File: src/hw/rtl/ffws_pkg.sv
// Package for the formation follower wheel speed block.
// Angle constants in 2^-28 rad, arctangent table, CORDIC gain, register indexes.
// No dependencies.
package ffws_pkg;

	localparam int CORDIC_STAGES_DEF = 16;
	localparam int CORDIC_STAGES_MAX = 24;

	localparam int XW = 33;  // vectoring x/y width
	localparam int ZW = 33;  // angle accumulator width
	localparam int CW = 33;  // rotation x/y width
	localparam int SW = 34;  // bearing scaled to 2^-28 rad

	localparam logic signed [ZW-1:0] ANG_PI      = 33'sd843314857;
	localparam logic signed [SW-1:0] ANG_PI_W    = 34'sd843314857;
	localparam logic signed [SW-1:0] ANG_HALF_PI = 34'sd421657428;
	localparam logic signed [SW-1:0] ANG_TWO_PI  = 34'sd1686629713;
	localparam logic signed [17:0]   HALF_PI_Q12 = 18'sd6434;
	localparam logic [29:0]          GAIN_Q30    = 30'd652032874;

	localparam logic [2:0] REG_OFS_X  = 3'd0;
	localparam logic [2:0] REG_OFS_Y  = 3'd1;
	localparam logic [2:0] REG_GAIN_F = 3'd2;
	localparam logic [2:0] REG_GAIN_T = 3'd3;
	localparam logic [2:0] REG_HAXLE  = 3'd4;
	localparam logic [2:0] REG_WSCALE = 3'd5;
	localparam logic [2:0] REG_LIMIT  = 3'd6;
	localparam logic [2:0] REG_WEIGHT = 3'd7;

	localparam logic signed [ZW-1:0] ATAN_TAB [CORDIC_STAGES_MAX] = '{
		33'sd210828714, 33'sd124459457, 33'sd65760959, 33'sd33381290,
		33'sd16755422, 33'sd8385879, 33'sd4193963, 33'sd2097109,
		33'sd1048571, 33'sd524287, 33'sd262144, 33'sd131072,
		33'sd65536, 33'sd32768, 33'sd16384, 33'sd8192,
		33'sd4096, 33'sd2048, 33'sd1024, 33'sd512,
		33'sd256, 33'sd128, 33'sd64, 33'sd32
	};

endpackage

File: src/hw/rtl/ffws_rot_cell.sv
// One rotation-mode CORDIC micro-rotation, registered.
// Depends on ffws_pkg.
module ffws_rot_cell #(
	parameter int STAGE = 0,
	parameter int SIDE_W = 1
) (
	input  logic                            clk,
	input  logic                            en,
	input  logic signed [ffws_pkg::CW-1:0]  x_in,
	input  logic signed [ffws_pkg::CW-1:0]  y_in,
	input  logic signed [ffws_pkg::ZW-1:0]  z_in,
	input  logic        [SIDE_W-1:0]        side_in,
	output logic signed [ffws_pkg::CW-1:0]  x_q,
	output logic signed [ffws_pkg::CW-1:0]  y_q,
	output logic signed [ffws_pkg::ZW-1:0]  z_q,
	output logic        [SIDE_W-1:0]        side_q
);

	always_ff @(posedge clk) begin
		if (en) begin
			side_q <= side_in;
			if (z_in >= 0) begin
				x_q <= x_in - (y_in >>> STAGE);
				y_q <= y_in + (x_in >>> STAGE);
				z_q <= z_in - ffws_pkg::ATAN_TAB[STAGE];
			end else begin
				x_q <= x_in + (y_in >>> STAGE);
				y_q <= y_in - (x_in >>> STAGE);
				z_q <= z_in + ffws_pkg::ATAN_TAB[STAGE];
			end
		end
	end

endmodule

File: config.mk
export PLATFORM = sky130hd
export DESIGN_NAME = ffws_rot_cell
export DESIGN_NICKNAME = d
export VERILOG_FILES = /design/src/hw/rtl/ffws_pkg.sv /design/src/hw/rtl/ffws_rot_cell.sv
export SDC_FILE = /design/constraint.sdc
export NUM_CORES = 1
export LEC_CHECK = 0
export BUFFER_PORTS_ARGS = -buffer_cell sky130_fd_sc_hd__buf_2
export CAP_MARGIN = 20
export CORE_ASPECT_RATIO = 0.75
export CORE_MARGIN = 1.5
export CORE_UTILIZATION = 49
export CTS_CLUSTER_DIAMETER = 60
export DETAILED_ROUTE_END_ITERATION = 10
export PLACE_DENSITY = 0.77
export SLEW_MARGIN = 20
export SYNTH_ARGS = -nofsm -noshare
export SYNTH_HDL_FRONTEND = slang
export SYNTH_SLANG_ARGS = --single-unit
export TNS_END_PERCENT = 100
File: constraint.sdc
create_clock -name clk -period 12.2 [get_ports clk]
set_input_delay 3.05 -clock clk [delete_from_list [all_inputs] [get_ports clk]]
set_output_delay 3.05 -clock clk [all_outputs]
set_load 0.01 [all_outputs]
==> out/summary.log <==
[timing] setup_tns 0 ns
[floorplanning] initial cell density of the core 50.6%
[timing] post-route minimum period 6.31 ns
[synthesis] number of enable-type register cells in the synthesized netlist 99
[routing] vias per std cell 5.95
[clocking] post_cts resized 0
[pwr] portion of total power attributed to combinational logic 39.9%
[timing] fin. max-slew vios 0
[final_layout] ant diodes 0
[routing] Routed WL 28100 um
[clocking] CTS Buffer Depth 2
[placement] placed wire-length estimate 22200 um
[final_layout] proportion of layout cells with a drive suffix above 1 18.4%
[timing] final number of hold-violating endpoints 0
[timing] unrepaired setup endpoints after global routing false
[synthesis] total standard cell area after synthesis 9910 sq um
[placement] Port-buffer cells 201
[critical_path] endpoint required time on the critical path 12.30 ns
[timing] final clock period utilization by the worst path 51.7%
[pwr] P per Cell Area 111 nW/um^2
[synthesis] Synth Warn # 0
[critical_path] crit-path leading delay family simple AND/OR/NAND/NOR gates
[routing] Met3 Routed Length 2510 um
[synthesis] mean post-synth cell area 8.77 sq um
[clocking] number of buffers created by CTS 9
[routing] antenna viol nets, final 0
[floorplanning] full die area 21100 sq um
[pwr] sequential share of power 37.0%
[critical_path] sort of element at the end of the critical path flop
[pwr] switching power as a share of total power 36.0%
[global_route] initial antenna violation count 0
[floorplanning] Top Ports 202
[routing] DRT met1 WL 13300 um
[critical_path] Bufs and invs on worst path 3
[critical_path] critical-path cell with the highest stage delay sky130_fd_sc_hd__ha_1
[timing] final setup violation count 0
[routing] count of vias placed by the detailed router 9275
[global_route] global-route wire length before repair 43900 um
[final_layout] Net count, final 1538
[routing] DRC violation count after routing 0
[clocking] clock root buffer master sky130_fd_sc_hd__clkbuf_16
[flow_run] number of max-cap violations 0
[routing] detailed-router iteration count before antenna repair 5
[outcome] result of the run complete, no violations
[synthesis] proportion of synthesized chip area in sequential cells 30.0%
[pwr] Clock Power Share 23.1%
[global_route] GR Overflow Total 0
[clocking] TritonCTS clock tree done
[placement] final weighted congestion of routability-driven global placement 0.977
[pwr] worst voltage drop across the vdd grid 0.0000723 V
[critical_path] ordered list of cells on the worst path buf_2 > inv_1 > ha_1 > nand2_1 > nor4_1 > inv_1 > nor4_1 > a22o_1 > o31ai_1 > o41ai_1 > and3_1 > o32ai_1 > xnor2_1
[routing] top routing layer used met4
[timing] Worst-Margin Slew 0.877 ns
[routing] met2 WL 11800 um
[pwr] Static Leak 0.00518 uW
[global_route] total routing usage reported by global routing 26.1%
[critical_path] arrival time of data at the critical path endpoint 6.41 ns
[synthesis] ys flop type sky130_fd_sc_hd__edfxtp_1
[clocking] H-tree level count 3
[floorplanning] site row count 44
[clocking] count of hold buffers inserted by post-cts repair 0
[global_route] maximum number of pins on one net before global-route repair 73
[timing] fmax 0.159 GHz
[pwr] Internal Power 809 uW
[worst_hold_path] class of the tightest hold or removal check in2reg
[routing] First DRT Iteration DRCs 1170
[clocking] clock edge transition at the registers on the reported setup and hold paths 0.07 ns
[critical_path] kind of launch point of the worst setup path input port
[critical_path] kind of critical path in2reg
[floorplanning] core area 19600 sq um
[final_layout] area growth from synthesis to layout 14.8%
[synthesis] net count of the mapped netlist 1367
[routing] post-DR wirelength/cell 18.1 um
[synthesis] share of synthesized flip-flops with an asynchronous set or reset 0%
[floorplanning] Die Y-Extent 126 um
[clocking] Post-CTS Setup Repair Bufs 0
[final_layout] end-of-flow core utilization 58.0%
[critical_path] biggest fanout along the worst timing path 15
[timing] relative max-transition margin 40.8%
[synthesis] gate count of the mapped netlist 1130
[critical_path] Slowest Stage Delay on Critical Path 0.60 ns
[global_route] vias in the first global route 8365
[synthesis] synthesized flop and latch total 99
[synthesis] Distinct cells, synth 75
[pwr] sw power 456 uW
[clocking] sinks on the clock net 99
[floorplanning] DIE WIDTH 167 um
synthesized netlist by cell type (4+ instances only):
master / number / area (sq um)
sky130_fd_sc_hd__ha_1: 131 / 1640
sky130_fd_sc_hd__a21oi_1: 125 / 626
sky130_fd_sc_hd__edfxtp_1: 99 / 2970
sky130_fd_sc_hd__nor2_1: 98 / 368
sky130_fd_sc_hd__inv_1: 97 / 364
sky130_fd_sc_hd__xnor2_1: 74 / 648
sky130_fd_sc_hd__o21ai_0: 66 / 330
sky130_fd_sc_hd__nand2_1: 56 / 210
sky130_fd_sc_hd__a21o_1: 41 / 308
sky130_fd_sc_hd__clkbuf_1: 32 / 120
sky130_fd_sc_hd__nand3_1: 20 / 100
sky130_fd_sc_hd__nor3_1: 19 / 95.1
sky130_fd_sc_hd__a211oi_1: 18 / 135
sky130_fd_sc_hd__o21ai_1: 18 / 90.1
sky130_fd_sc_hd__o21bai_1: 18 / 135
sky130_fd_sc_hd__o21a_1: 17 / 128
sky130_fd_sc_hd__nor2b_1: 14 / 87.6
sky130_fd_sc_hd__xor2_1: 14 / 123
sky130_fd_sc_hd__a31oi_1: 13 / 81.3
sky130_fd_sc_hd__o211ai_1: 12 / 90.1
sky130_fd_sc_hd__nand2b_1: 10 / 62.6
sky130_fd_sc_hd__mux2i_1: 9 / 90.1
sky130_fd_sc_hd__nand4_1: 9 / 56.3
sky130_fd_sc_hd__o31ai_1: 9 / 67.6
sky130_fd_sc_hd__a211o_1: 8 / 70.1
sky130_fd_sc_hd__buf_1: 5 / 18.8
sky130_fd_sc_hd__buf_2: 5 / 25.0
sky130_fd_sc_hd__or3_1: 5 / 31.3
sky130_fd_sc_hd__and3_1: 4 / 25.0
sky130_fd_sc_hd__fa_1: 4 / 80.1
sky130_fd_sc_hd__o31a_1: 4 / 35.0
routing by layer:
layer / GRT usage, % / vias up
li1: - / 4439
met1: 39.1 / 4290
met2: 38.4 / 504
met3: 4.65 / 42
met4: 6.84 / 0
met5: 0 / -
layout make-up:
cell class | count | area, sq um
clock buffers | 11 | 233
clock inverters | 5 | 63.8
flip-flops and latches | 99 | 2970
inverters | 101 | 379
repair buffers | 204 | 1030
multi-input cells | 886 | 6380
well taps | 253 | 317
fillers | 1708 | 8220
sequential cells by signal (all words and copies together) (netlist names):
| name | cells |
|---|---|
| side_q | 1 |
| x_q | 33 |
| y_q | 32 |
| z_q | 33 |
cells in the final DEF, fill, tap and decap left out, types with 10 or more instances in the layout:
cell type,count
sky130_fd_sc_hd__a211oi_1,18
sky130_fd_sc_hd__a21o_1,41
sky130_fd_sc_hd__a21oi_1,125
sky130_fd_sc_hd__a31oi_1,13
sky130_fd_sc_hd__buf_2,199
sky130_fd_sc_hd__edfxtp_1,99
sky130_fd_sc_hd__ha_1,131
sky130_fd_sc_hd__inv_1,96
sky130_fd_sc_hd__nand2_1,56
sky130_fd_sc_hd__nand2b_1,10
sky130_fd_sc_hd__nand3_1,20
sky130_fd_sc_hd__nor2_1,98
sky130_fd_sc_hd__nor2b_1,14
sky130_fd_sc_hd__nor3_1,19
sky130_fd_sc_hd__o211ai_1,12
sky130_fd_sc_hd__o21a_1,17
sky130_fd_sc_hd__o21ai_0,66
sky130_fd_sc_hd__o21ai_1,18
sky130_fd_sc_hd__o21bai_1,18
sky130_fd_sc_hd__xnor2_1,74
sky130_fd_sc_hd__xor2_1,14
power by group through the flow:
| stage | Clock [uW] | Combinational, uW | Sequential [uW] |
|---|---|---|---|
| finish | 293 | 504 | 468 |
| global route | 310 | 547 | 472 |
| CTS | 298 | 496 | 469 |
| detailed placement | 0 | 494 | 476 |
| global placement | 0 | 489 | 474 |
| floorplan | 0 | 294 | 504 |
cells by family after synthesis:
kind of cell             Yosys count  synth area share, %
AO/OA/AOI/OAI                    399                 26.3
XOR/XNOR                          88                 7.78
adder cells (fa/ha/maj)          135                 17.4
buffers and inverters            145                 5.63
flip-flops                        99                 30.0
multiplexers                       9                0.909
AND/OR/NAND/NOR                  255                 12.1
per-stage QoR:
stage          hold WS [ns]  power [uW]  instances  setup slack [ns]  area [sq um]
5_1_grt                2.85        1330       1559              5.65         11400
4_1_cts                2.85        1260       1559              6.01         11400
3_5_place_dp           3.23         970       1543              5.66         11100
6_report               2.87        1270       1559              5.89         11400
2_1_floorplan          3.15         798       1130              5.71          9910
3_3_place_gp           3.23         964       1543              5.77         11100
path summary, 6_finish.rpt:
path	start	endpoint	slack [ns]	cells past startpoint
min	z_in[0]	z_q[0]	2.87	1
max	x_in[13]	x_q[32]	5.89	13
(Power assumes the default switching activity.)
