## src/hw/rtl/ffws_pkg.sv

```systemverilog
// Package for the formation follower wheel speed block.
// Angle constants in 2^-28 rad, arctangent table, CORDIC gain, register indexes.
// No dependencies.
package ffws_pkg;

	localparam int CORDIC_STAGES_DEF = 16;
	localparam int CORDIC_STAGES_MAX = 24;

	localparam int XW = 33;  // vectoring x/y width
	localparam int ZW = 33;  // angle accumulator width
	localparam int CW = 33;  // rotation x/y width
	localparam int SW = 34;  // bearing scaled to 2^-28 rad

	localparam logic signed [ZW-1:0] ANG_PI      = 33'sd843314857;
	localparam logic signed [SW-1:0] ANG_PI_W    = 34'sd843314857;
	localparam logic signed [SW-1:0] ANG_HALF_PI = 34'sd421657428;
	localparam logic signed [SW-1:0] ANG_TWO_PI  = 34'sd1686629713;
	localparam logic signed [17:0]   HALF_PI_Q12 = 18'sd6434;
	localparam logic [29:0]          GAIN_Q30    = 30'd652032874;

	localparam logic [2:0] REG_OFS_X  = 3'd0;
	localparam logic [2:0] REG_OFS_Y  = 3'd1;
	localparam logic [2:0] REG_GAIN_F = 3'd2;
	localparam logic [2:0] REG_GAIN_T = 3'd3;
	localparam logic [2:0] REG_HAXLE  = 3'd4;
	localparam logic [2:0] REG_WSCALE = 3'd5;
	localparam logic [2:0] REG_LIMIT  = 3'd6;
	localparam logic [2:0] REG_WEIGHT = 3'd7;

	localparam logic signed [ZW-1:0] ATAN_TAB [CORDIC_STAGES_MAX] = '{
		33'sd210828714, 33'sd124459457, 33'sd65760959, 33'sd33381290,
		33'sd16755422, 33'sd8385879, 33'sd4193963, 33'sd2097109,
		33'sd1048571, 33'sd524287, 33'sd262144, 33'sd131072,
		33'sd65536, 33'sd32768, 33'sd16384, 33'sd8192,
		33'sd4096, 33'sd2048, 33'sd1024, 33'sd512,
		33'sd256, 33'sd128, 33'sd64, 33'sd32
	};

endpackage

```

## src/hw/rtl/ffws_vec_cell.sv

```systemverilog
// One vectoring CORDIC micro-rotation, registered.
// Depends on ffws_pkg.
module ffws_vec_cell #(
	parameter int STAGE = 0,
	parameter int SIDE_W = 1
) (
	input  logic                            clk,
	input  logic                            en,
	input  logic signed [ffws_pkg::XW-1:0]  x_in,
	input  logic signed [ffws_pkg::XW-1:0]  y_in,
	input  logic signed [ffws_pkg::ZW-1:0]  z_in,
	input  logic        [SIDE_W-1:0]        side_in,
	output logic signed [ffws_pkg::XW-1:0]  x_q,
	output logic signed [ffws_pkg::XW-1:0]  y_q,
	output logic signed [ffws_pkg::ZW-1:0]  z_q,
	output logic        [SIDE_W-1:0]        side_q
);

	always_ff @(posedge clk) begin
		if (en) begin
			side_q <= side_in;
			if (y_in > 0) begin
				x_q <= x_in + (y_in >>> STAGE);
				y_q <= y_in - (x_in >>> STAGE);
				z_q <= z_in + ffws_pkg::ATAN_TAB[STAGE];
			end else begin
				x_q <= x_in - (y_in >>> STAGE);
				y_q <= y_in + (x_in >>> STAGE);
				z_q <= z_in - ffws_pkg::ATAN_TAB[STAGE];
			end
		end
	end

endmodule

```

## config.mk

```make
export PLATFORM = sky130hd
export DESIGN_NAME = ffws_vec_cell
export DESIGN_NICKNAME = d
export VERILOG_FILES = /design/src/hw/rtl/ffws_pkg.sv /design/src/hw/rtl/ffws_vec_cell.sv
export SDC_FILE = /design/constraint.sdc
export NUM_CORES = 1
export LEC_CHECK = 0
export BUFFER_PORTS_ARGS = -buffer_cell sky130_fd_sc_hd__buf_2
export CORE_MARGIN = 1.5
export CORE_UTILIZATION = 30
export CTS_CLUSTER_DIAMETER = 150
export DETAILED_ROUTE_END_ITERATION = 10
export PLACE_DENSITY = 0.59
export SLEW_MARGIN = 20
export SYNTH_ARGS = -nofsm -noshare
export SYNTH_HDL_FRONTEND = slang
export SYNTH_SLANG_ARGS = --single-unit
export TNS_END_PERCENT = 100
```

## constraint.sdc

```tcl
create_clock -name clk -period 4.44 [get_ports clk]
set_clock_uncertainty 0.05 [all_clocks]
set_input_delay 0.666 -clock clk [delete_from_list [all_inputs] [get_ports clk]]
set_output_delay 0.666 -clock clk [all_outputs]
set_load 0.1 [all_outputs]
```

==> results.json, run 1 <==
{
  "yosysSeqAreaShare_pct": 29.1,
  "drv_slew": 0,
  "die_h_microns": 187,
  "crit_slowest_cell": "nor4_1",
  "multi_input_area_sq_mm": 0.00665,
  "max_stage_delay_ps": 570,
  "setup_viol": 0,
  "io_buffers": 201,
  "power_uw": 4690,
  "hold_end": "z_q[0]",
  "grt_first_pass_wirelength_mm": 51.4,
  "avgSynthCellArea_sq_um": 8.68,
  "cts.path.max_buffers": 2,
  "synth-seq-cells": 99,
  "initial_core_util_pct": 30.4,
  "drv_cap": 0,
  "htree_levels": 3,
  "cts_setup_buffers": 0,
  "area_delta_synth_final_pct": 24.4,
  "avgViaCountPerCell": 5.11,
  "track_usage_pct": 18.7,
  "final_nets": 1683,
  "powerDensity_mw_per_mm2": 369,
  "ys_warn_count": 0,
  "drtIter0Drc": 655,
  "drc_errors": 0,
  "fp.dieW_microns": 187,
  "holdPathStages": 1,
  "crit_start": "y_in[11]",
  "ir_worst_vdd_mv": 0.193,
  "overflow": 0,
  "min_period_over_period_pct": 94.4,
  "pin_count": 202,
  "postCtsHoldBufs": 0,
  "routed_wl_mm": 33.5,
  "final-seq-area_sq_mm": 0.00297,
  "crit_chain": "buf_2, nor4_1, buf_4, nand4_1, nor2_1, or2_2, inv_2, ha_1, buf_4, nand3_1, a21oi_1, a211oi_1, o21ai_0, a2111oi_0, nor2_1, a21oi_1, a31oi_1, xor2_1",
  "place_hpwl_mm": 27.8,
  "antenna_found_initial": 1,
  "place_inst": 1888,
  "core_region_area_sq_mm": 0.0335,
  "fin_crit_ps": 4190,
  "synth_nets": 1408,
  "worstSetupPathType": "input pin to flip-flop",
  "grt_max_degree": 74,
  "clockRootBuffer": "clkbuf_16",
  "cts_buffers": 9,
  "cp_max_fo": 8,
  "rows": 67,
  "grt_pass1_vias": 9301,
  "vias": 9729,
  "p_leak_uw": 0.00566,
  "yosys.cell_types.count": 80,
  "min_path_type": "input pin to flip-flop",
  "status": "completed",
  "stdcell_count": 1904,
  "cts_sinks": 99,
  "ant_nets": 0,
  "cts-resized-gates": 0,
  "setup_tns_ps": 0,
  "fillers": 3514,
  "worst_slack_ps": 247,
  "worst_setup_path_start_kind": "input pin",
  "place_ws_ps": -98.7,
  "netlist_area_sq_mm": 0.0102,
  "final_common_cell": "buf_2",
  "synth_cells": 1176,
  "clk_pin_slew_ps": 70,
  "async_reset_ff_share_pct": 0,
  "cts_tree": "built",
  "tightest_slew_ps": 968,
  "ys.flop_type": "edfxtp_1",
  "holdCritStartpoint": "z_in[0]",
  "antenna_cells": 0,
  "place.gp.congestion": 0.919,
  "rsz0062_at_grt": "no",
  "finalHoldViolations": 0,
  "worst_ep_arrival_time_ps": 4250,
  "maxSlewHeadroom_pct": 35.4,
  "die_area_sq_mm": 0.0351,
  "final_cell_mix": "200 x buf_2, 151 x a21oi_1, 126 x ha_1",
  "synth_edf_count": 99,
  "max_freq_mhz": 239,
  "layout-drive-gt1-share_pct": 24.3,
  "first_pass_iters": 5,
  "wl_per_cell_microns": 17.6,
  "worstSetupEndpointType": "flip-flop",
  "crit_required_ps": 4500
}
Yosys cell counts, types with 18 or more instances:
| cell type | n | area (sq um) |
|---|---|---|
| ha_1 | 126 | 1580 |
| nor2b_1 | 18 | 113 |
| o21bai_1 | 22 | 165 |
| nor3_1 | 18 | 90.1 |
| a21oi_1 | 151 | 756 |
| o21ai_0 | 82 | 410 |
| mux2i_1 | 18 | 180 |
| inv_1 | 103 | 387 |
| xnor2_1 | 73 | 639 |
| clkbuf_1 | 24 | 90.1 |
| nand2_1 | 55 | 206 |
| nand3_1 | 19 | 95.1 |
| nor2_1 | 82 | 308 |
| a21o_1 | 26 | 195 |
| xor2_1 | 21 | 184 |
| edfxtp_1 | 99 | 2970 |
cell families after synthesis:
kind of cell	share of synthesized area, %
buffers and inverters	5.74
AOI/OAI and AO/OA	25.7
DFF	29.1
muxes	1.76
adders and majority gates	16.2
and+or+nand+nor	13.4
xor gates and xnor gates	8.06
sequential cells by signal (all words and copies together), names as in the netlist:
name and cells:
side_q 1, y_q 32, x_q 33, z_q 33
critical path: cells and delay by family:
family          cells  cell delay, ps
compound gates      6            1370
fa+ha+maj           1             300
xor+xnor            1             150
buf+inv             4             590
simple gates        6            1160
power by group:
part	leakage, uW	internal [uW]	switching, uW	total (uW)
Combinational	0.00454	633	1970	2600
Clock	0.000147	441	364	805
Sequential	0.000969	1240	37.8	1280
Total	0.00566	2320	2370	4690
per-layer routing:
layer | share of wire [%] | GRT usage [%] | vias to the layer above
met5 | 0.036 | 0 | -
met4 | 2.5 | 6.15 | 2
met3 | 5.7 | 2.72 | 46
met2 | 44 | 29.6 | 294
met1 | 47 | 26.0 | 4551
li1 | - | - | 4836
through the flow:
step	hold slack [ps]	utilization [%]	area, sq um
3_5_place_dp	795	37.0	12400
3_3_place_gp	792	37.0	12400
5_1_grt	413	37.9	12700
6_report	428	37.9	12700
4_1_cts	406	37.9	12700
2_1_floorplan	715	-	10200
area by class of cell:
type                            count  area share, %
Sequential cell                    99           23.4
Clock buffer                        9           1.77
Multi-Input combinational cell    927           52.4
Timing Repair Buffer              309           14.3
Tap cell                          448           4.42
Inverter                          105           3.10
Clock inverter                      7          0.581
how the worst max path moves through the flow:
stage,to,slack (ps),depth (start not counted)
after detailed placement,z_q[29],-100,18
after global routing,z_q[29],100,18
after floorplan,z_q[31],90,16
after CTS,z_q[29],280,18
after global placement,z_q[29],-80,18
final,z_q[31],250,18
No activity file was read; power rests on OpenSTA's default activity.
==> inputs of run 2 (changes only) <==
--- a/config.mk
+++ b/config.mk
@@ -6,11 +6,11 @@
 export NUM_CORES = 1
 export LEC_CHECK = 0
 export BUFFER_PORTS_ARGS = -buffer_cell sky130_fd_sc_hd__buf_2
-export CORE_MARGIN = 1.5
-export CORE_UTILIZATION = 30
+export CORE_UTILIZATION = 52
 export CTS_CLUSTER_DIAMETER = 150
 export DETAILED_ROUTE_END_ITERATION = 10
-export PLACE_DENSITY = 0.59
+export PLACE_DENSITY = 0.88
+export RECOVER_POWER = 50
 export SLEW_MARGIN = 20
 export SYNTH_ARGS = -nofsm -noshare
 export SYNTH_HDL_FRONTEND = slang
==> run 2 against run 1 <==
Against the previous run:
- core utilization is 26 points higher
- final cell count down 12%
- via count increased by 2.2%
- first-iteration DRC count increased by 76%
- worst hold slack improved by 16 ps
- die area is 43% lower
- clock power is 7.2% lower
- flip-flop and latch count did not move
- fmax is 0.86% higher
- the run now ends with max-capacitance violations, max-slew violations left
==> results.json, run 2 (same netlist as run 1, synthesis figures left out) <==
{
  "die_h_microns": 142,
  "tightest_slew_ps": 3620,
  "worst_setup_path_start_kind": "input pin",
  "wl_per_cell_microns": 18.3,
  "status": "finished, violations left",
  "violations": "max-capacitance violations, max-slew violations",
  "grt_pass1_vias": 9273,
  "grt_max_degree": 71,
  "core_region_area_sq_mm": 0.0190,
  "pin_count": 202,
  "hold-worst-slack_ps": 444,
  "postCtsHoldBufs": 0,
  "final_cell_mix": "151 x a21oi_1, 126 x ha_1, 123 x buf_2",
  "avgViaCountPerCell": 5.95,
  "finalHoldViolations": 0,
  "max_freq_mhz": 241,
  "cp_max_fo": 6,
  "drv_cap": 1,
  "routed_wl_mm": 30.5,
  "cts.path.max_buffers": 2,
  "maxSlewHeadroom_pct": -141,
  "combPwrFrac_pct": 55.4,
  "vias": 9941,
  "power.internal_uw": 2200,
  "worst_ep_arrival_time_ps": 4200,
  "seq_power_share_pct": 28.2,
  "fillers": 1686,
  "rows": 50,
  "utilization_pct": 63.4,
  "cts_sinks": 99,
  "io_buffers": 201,
  "setup_tns_ps": 0,
  "p_leak_uw": 0.00522,
  "antenna_cells": 0,
  "p_sw_uw": 2360,
  "ir_worst_vdd_mv": 0.219,
  "die_area_sq_mm": 0.0202,
  "swShare_pct": 51.7,
  "min_path_type": "input pin to flip-flop",
  "initial_core_util_pct": 53.9,
  "reg_top3": "x_q x33, z_q x33, y_q x32",
  "cts_tree": "built",
  "min_period_over_period_pct": 93.6,
  "cts_buffers": 9,
  "crit_required_ps": 4490,
  "worstSetupEndpointType": "flip-flop",
  "place.gp.congestion": 0.986,
  "drv_slew": 71,
  "place_ws_ps": -66.1,
  "clkPwrFrac_pct": 16.4,
  "first_pass_iters": 5,
  "setup_viol": 0,
  "clk_pin_slew_ps": 70,
  "antenna_found_initial": 0,
  "powerDensity_mw_per_mm2": 379,
  "worst_slack_ps": 283,
  "clockRootBuffer": "clkbuf_16",
  "fin_crit_ps": 4160,
  "grt_first_pass_wirelength_mm": 47.3,
  "rsz0062_at_grt": "no",
  "htree_levels": 3,
  "final_nets": 1638,
  "area_delta_synth_final_pct": 17.7,
  "fp.dieW_microns": 142,
  "worstSetupPathType": "input pin to flip-flop",
  "drtIter0Drc": 1150,
  "place_hpwl_mm": 24.8,
  "track_usage_pct": 29.8,
  "overflow": 0,
  "drc_errors": 0,
  "final_common_cell": "a21oi_1",
  "ant_nets": 0,
  "layout-drive-gt1-share_pct": 16.4
}
==> run 2: layer usage <==
layer  up-vias  wire length (microns)  GRT usage, %
met2       562                  13300          46.7
li1       4728                      -             -
met1      4586                  13200          41.8
met3        65                   3080          3.77
met5         -                      0             0
met4         0                    986          10.9
==> run 2: worst max-delay path, stage by stage <==
cell	delay, ps
buf_2	130
nor4_2	370
buf_4	190
nand4_1	90
nor2_1	240
or2_2	200
inv_2	80
ha_1	320
inv_1	70
or3_1	390
nor4bb_1	140
a211oi_1	330
nand4_1	230
a21oi_1	310
o21ai_0	150
a31oi_1	220
xnor2_1	90
==> run 2: repair_timing <==
| item | CTS | global route |
|---|---|---|
| gates resized for setup | 0 | 2 |
| setup endpoints to repair | 0 | 9 |
| hold endpoints to repair | 0 | 0 |
| buffers inserted | 0 | 0 |
==> run 2: final timing paths <==
check	startpoint	end	cells after the start
hold / removal	z_in[0]	z_q[0]	1
setup / recovery	y_in[0]	z_q[32]	17
==> run 2: cell type report <==
cell class              count  area, sq um  share of cell area [%]
multi-input cells         927         6660                    55.4
flip-flops and latches     99         2970                    24.7
repair buffers            264         1380                    11.5
inverters                 105          394                    3.28
well taps                 260          325                    2.71
clock buffers               9          225                    1.87
clock inverters             7         60.1                   0.500
==> run 2: power groups by stage <==
stage	Clock (uW)	Combinational [uW]	Sequential [uW]
CTS	758	2530	1280
global route	791	2640	1300
floorplan	0	842	2430
global placement	0	2490	1300
detailed placement	0	2520	1300
finish	747	2530	1290
==> run 2: stage by stage <==
step                instance area, sq um  cells  power (uW)
global route                       12000   1671        4740
global placement                   11800   1655        3790
detailed placement                 11800   1655        3820
floorplan                          10200   1176        3270
CTS                                12100   1671        4570
finish                             12000   1671        4560
==> inputs of run 3 (changes only) <==
==> constraint.sdc (replaced) <==
create_clock -name clk -period 4.44 [get_ports clk]
set_clock_uncertainty 0.05 [all_clocks]
set_input_delay 0.666 -clock clk [delete_from_list [all_inputs] [get_ports clk]]
set_output_delay 0.666 -clock clk [all_outputs]
set_load 0.005 [all_outputs]
==> run 3 against run 2 <==
Against the previous run:
- the run still ends with max-capacitance violations, max-slew violations left
- critical path type unchanged
- core utilization grew 0.21 points
- clock-buffer cell count unchanged
- sequential share of layout area shrank 0.082 points
- setup slack improved by 55 ps
==> results.json, run 3 (same netlist as run 1, synthesis figures left out) <==
{
  "cp_max_fo": 6,
  "cts_buffers": 9,
  "worstSetupEndpointType": "flip-flop",
  "initial_core_util_pct": 53.9,
  "routed_wl_mm": 30.5,
  "htree_levels": 3,
  "grt_max_degree": 71,
  "max_freq_mhz": 244,
  "vias": 9958,
  "final_common_cell": "buf_2",
  "worst_ep_arrival_time_ps": 4150,
  "antenna_cells": 0,
  "setup_tns_ps": 0,
  "final-seq-area_sq_mm": 0.00297,
  "clk_pin_slew_ps": 70,
  "rsz0062_at_grt": "no",
  "place.gp.congestion": 0.986,
  "cts_sinks": 99,
  "setup_viol": 0,
  "die_h_microns": 142,
  "clockRootBuffer": "clkbuf_16",
  "finalHoldViolations": 0,
  "maxSlewHeadroom_pct": -144,
  "grt_first_pass_wirelength_mm": 47.3,
  "drtIter0Drc": 1162,
  "cts_setup_buffers": 0,
  "cts.path.max_buffers": 2,
  "die_area_sq_mm": 0.0202,
  "core_region_area_sq_mm": 0.0190,
  "drv_cap": 1,
  "ir_worst_vdd_mv": 0.196,
  "first_pass_iters": 6,
  "overflow": 0,
  "antenna_found_initial": 0,
  "wl_per_cell_microns": 18.3,
  "pin_count": 202,
  "p_leak_uw": 0.00530,
  "min_period_over_period_pct": 92.4,
  "powerDensity_mw_per_mm2": 288,
  "crit_required_ps": 4490,
  "ant_nets": 0,
  "layout-drive-gt1-share_pct": 18.7,
  "place_inst": 1655,
  "worstSetupPathType": "input pin to flip-flop",
  "multi_input_area_sq_mm": 0.00666,
  "cts_tree": "built",
  "final_nets": 1638,
  "status": "finished, violations left",
  "stdcell_count": 1671,
  "avgViaCountPerCell": 5.96,
  "track_usage_pct": 29.8,
  "reg_top3": "x_q x33, z_q x33, y_q x32",
  "min_path_type": "input pin to flip-flop",
  "drv_slew": 71,
  "area_delta_synth_final_pct": 18.1,
  "cts-resized-gates": 0,
  "tightest_slew_ps": 3660,
  "utilization_pct": 63.6,
  "worst_slack_ps": 338,
  "drc_errors": 0,
  "postCtsHoldBufs": 0,
  "io_buffers": 201,
  "power_uw": 3470,
  "rows": 50,
  "place_hpwl_mm": 24.8,
  "violations": "max-capacitance violations, max-slew violations",
  "fp.dieW_microns": 142,
  "final_cell_mix": "155 x buf_2, 151 x a21oi_1, 126 x ha_1",
  "fillers": 1665,
  "place_ws_ps": -66.1,
  "fin_crit_ps": 4100,
  "worst_setup_path_start_kind": "input pin",
  "grt_pass1_vias": 9273
}
==> run 3: path summary, 6_finish.rpt <==
kind	slack, ps	to	from	cells past startpoint
hold / removal	440	z_q[0]	z_in[0]	1
setup / recovery	340	z_q[32]	y_in[0]	17
==> run 3: critical path, stage by stage <==
cell      delay, ps
buf_2           130
nor4_2          360
buf_4           180
nand4_1          90
nor2_1          210
or2_2           190
inv_2            80
ha_1            320
inv_1            70
or3_1           390
nor4bb_1        140
a211oi_1        320
nand4_1         220
a21oi_1         310
o21ai_0         150
a31oi_1         220
xnor2_1          90
==> run 3: layout make-up <==
class	instances	area share, %
multi-input cells	927	55.2
flip-flops and latches	99	24.6
repair buffers	264	11.8
inverters	105	3.27
well taps	260	2.70
clock buffers	9	1.87
clock inverters	7	0.498
==> run 3: layer usage <==
metal	global-route usage (%)	vias up	share of wire [%]	wire length (microns)
met3	3.77	67	10	3060
met5	0	-	0	0
li1	-	4728	-	-
met2	46.7	603	44	13300
met4	10.9	0	3.0	923
met1	41.8	4560	43	13200
==> run 3: power by group <==
group / switching (uW) / leakage [uW] / internal (uW)
logic: 859 / 0.00420 / 581
registers: 41.0 / 0.000969 / 1250
clock network: 357 / 0.000137 / 389
==> run 3: per-stage QoR <==
step	cell area, sq um	hold WS (ps)
finish	12100	444
CTS	12100	432
detailed placement	11800	795
global placement	11800	793
floorplan	10200	715
global route	12100	436
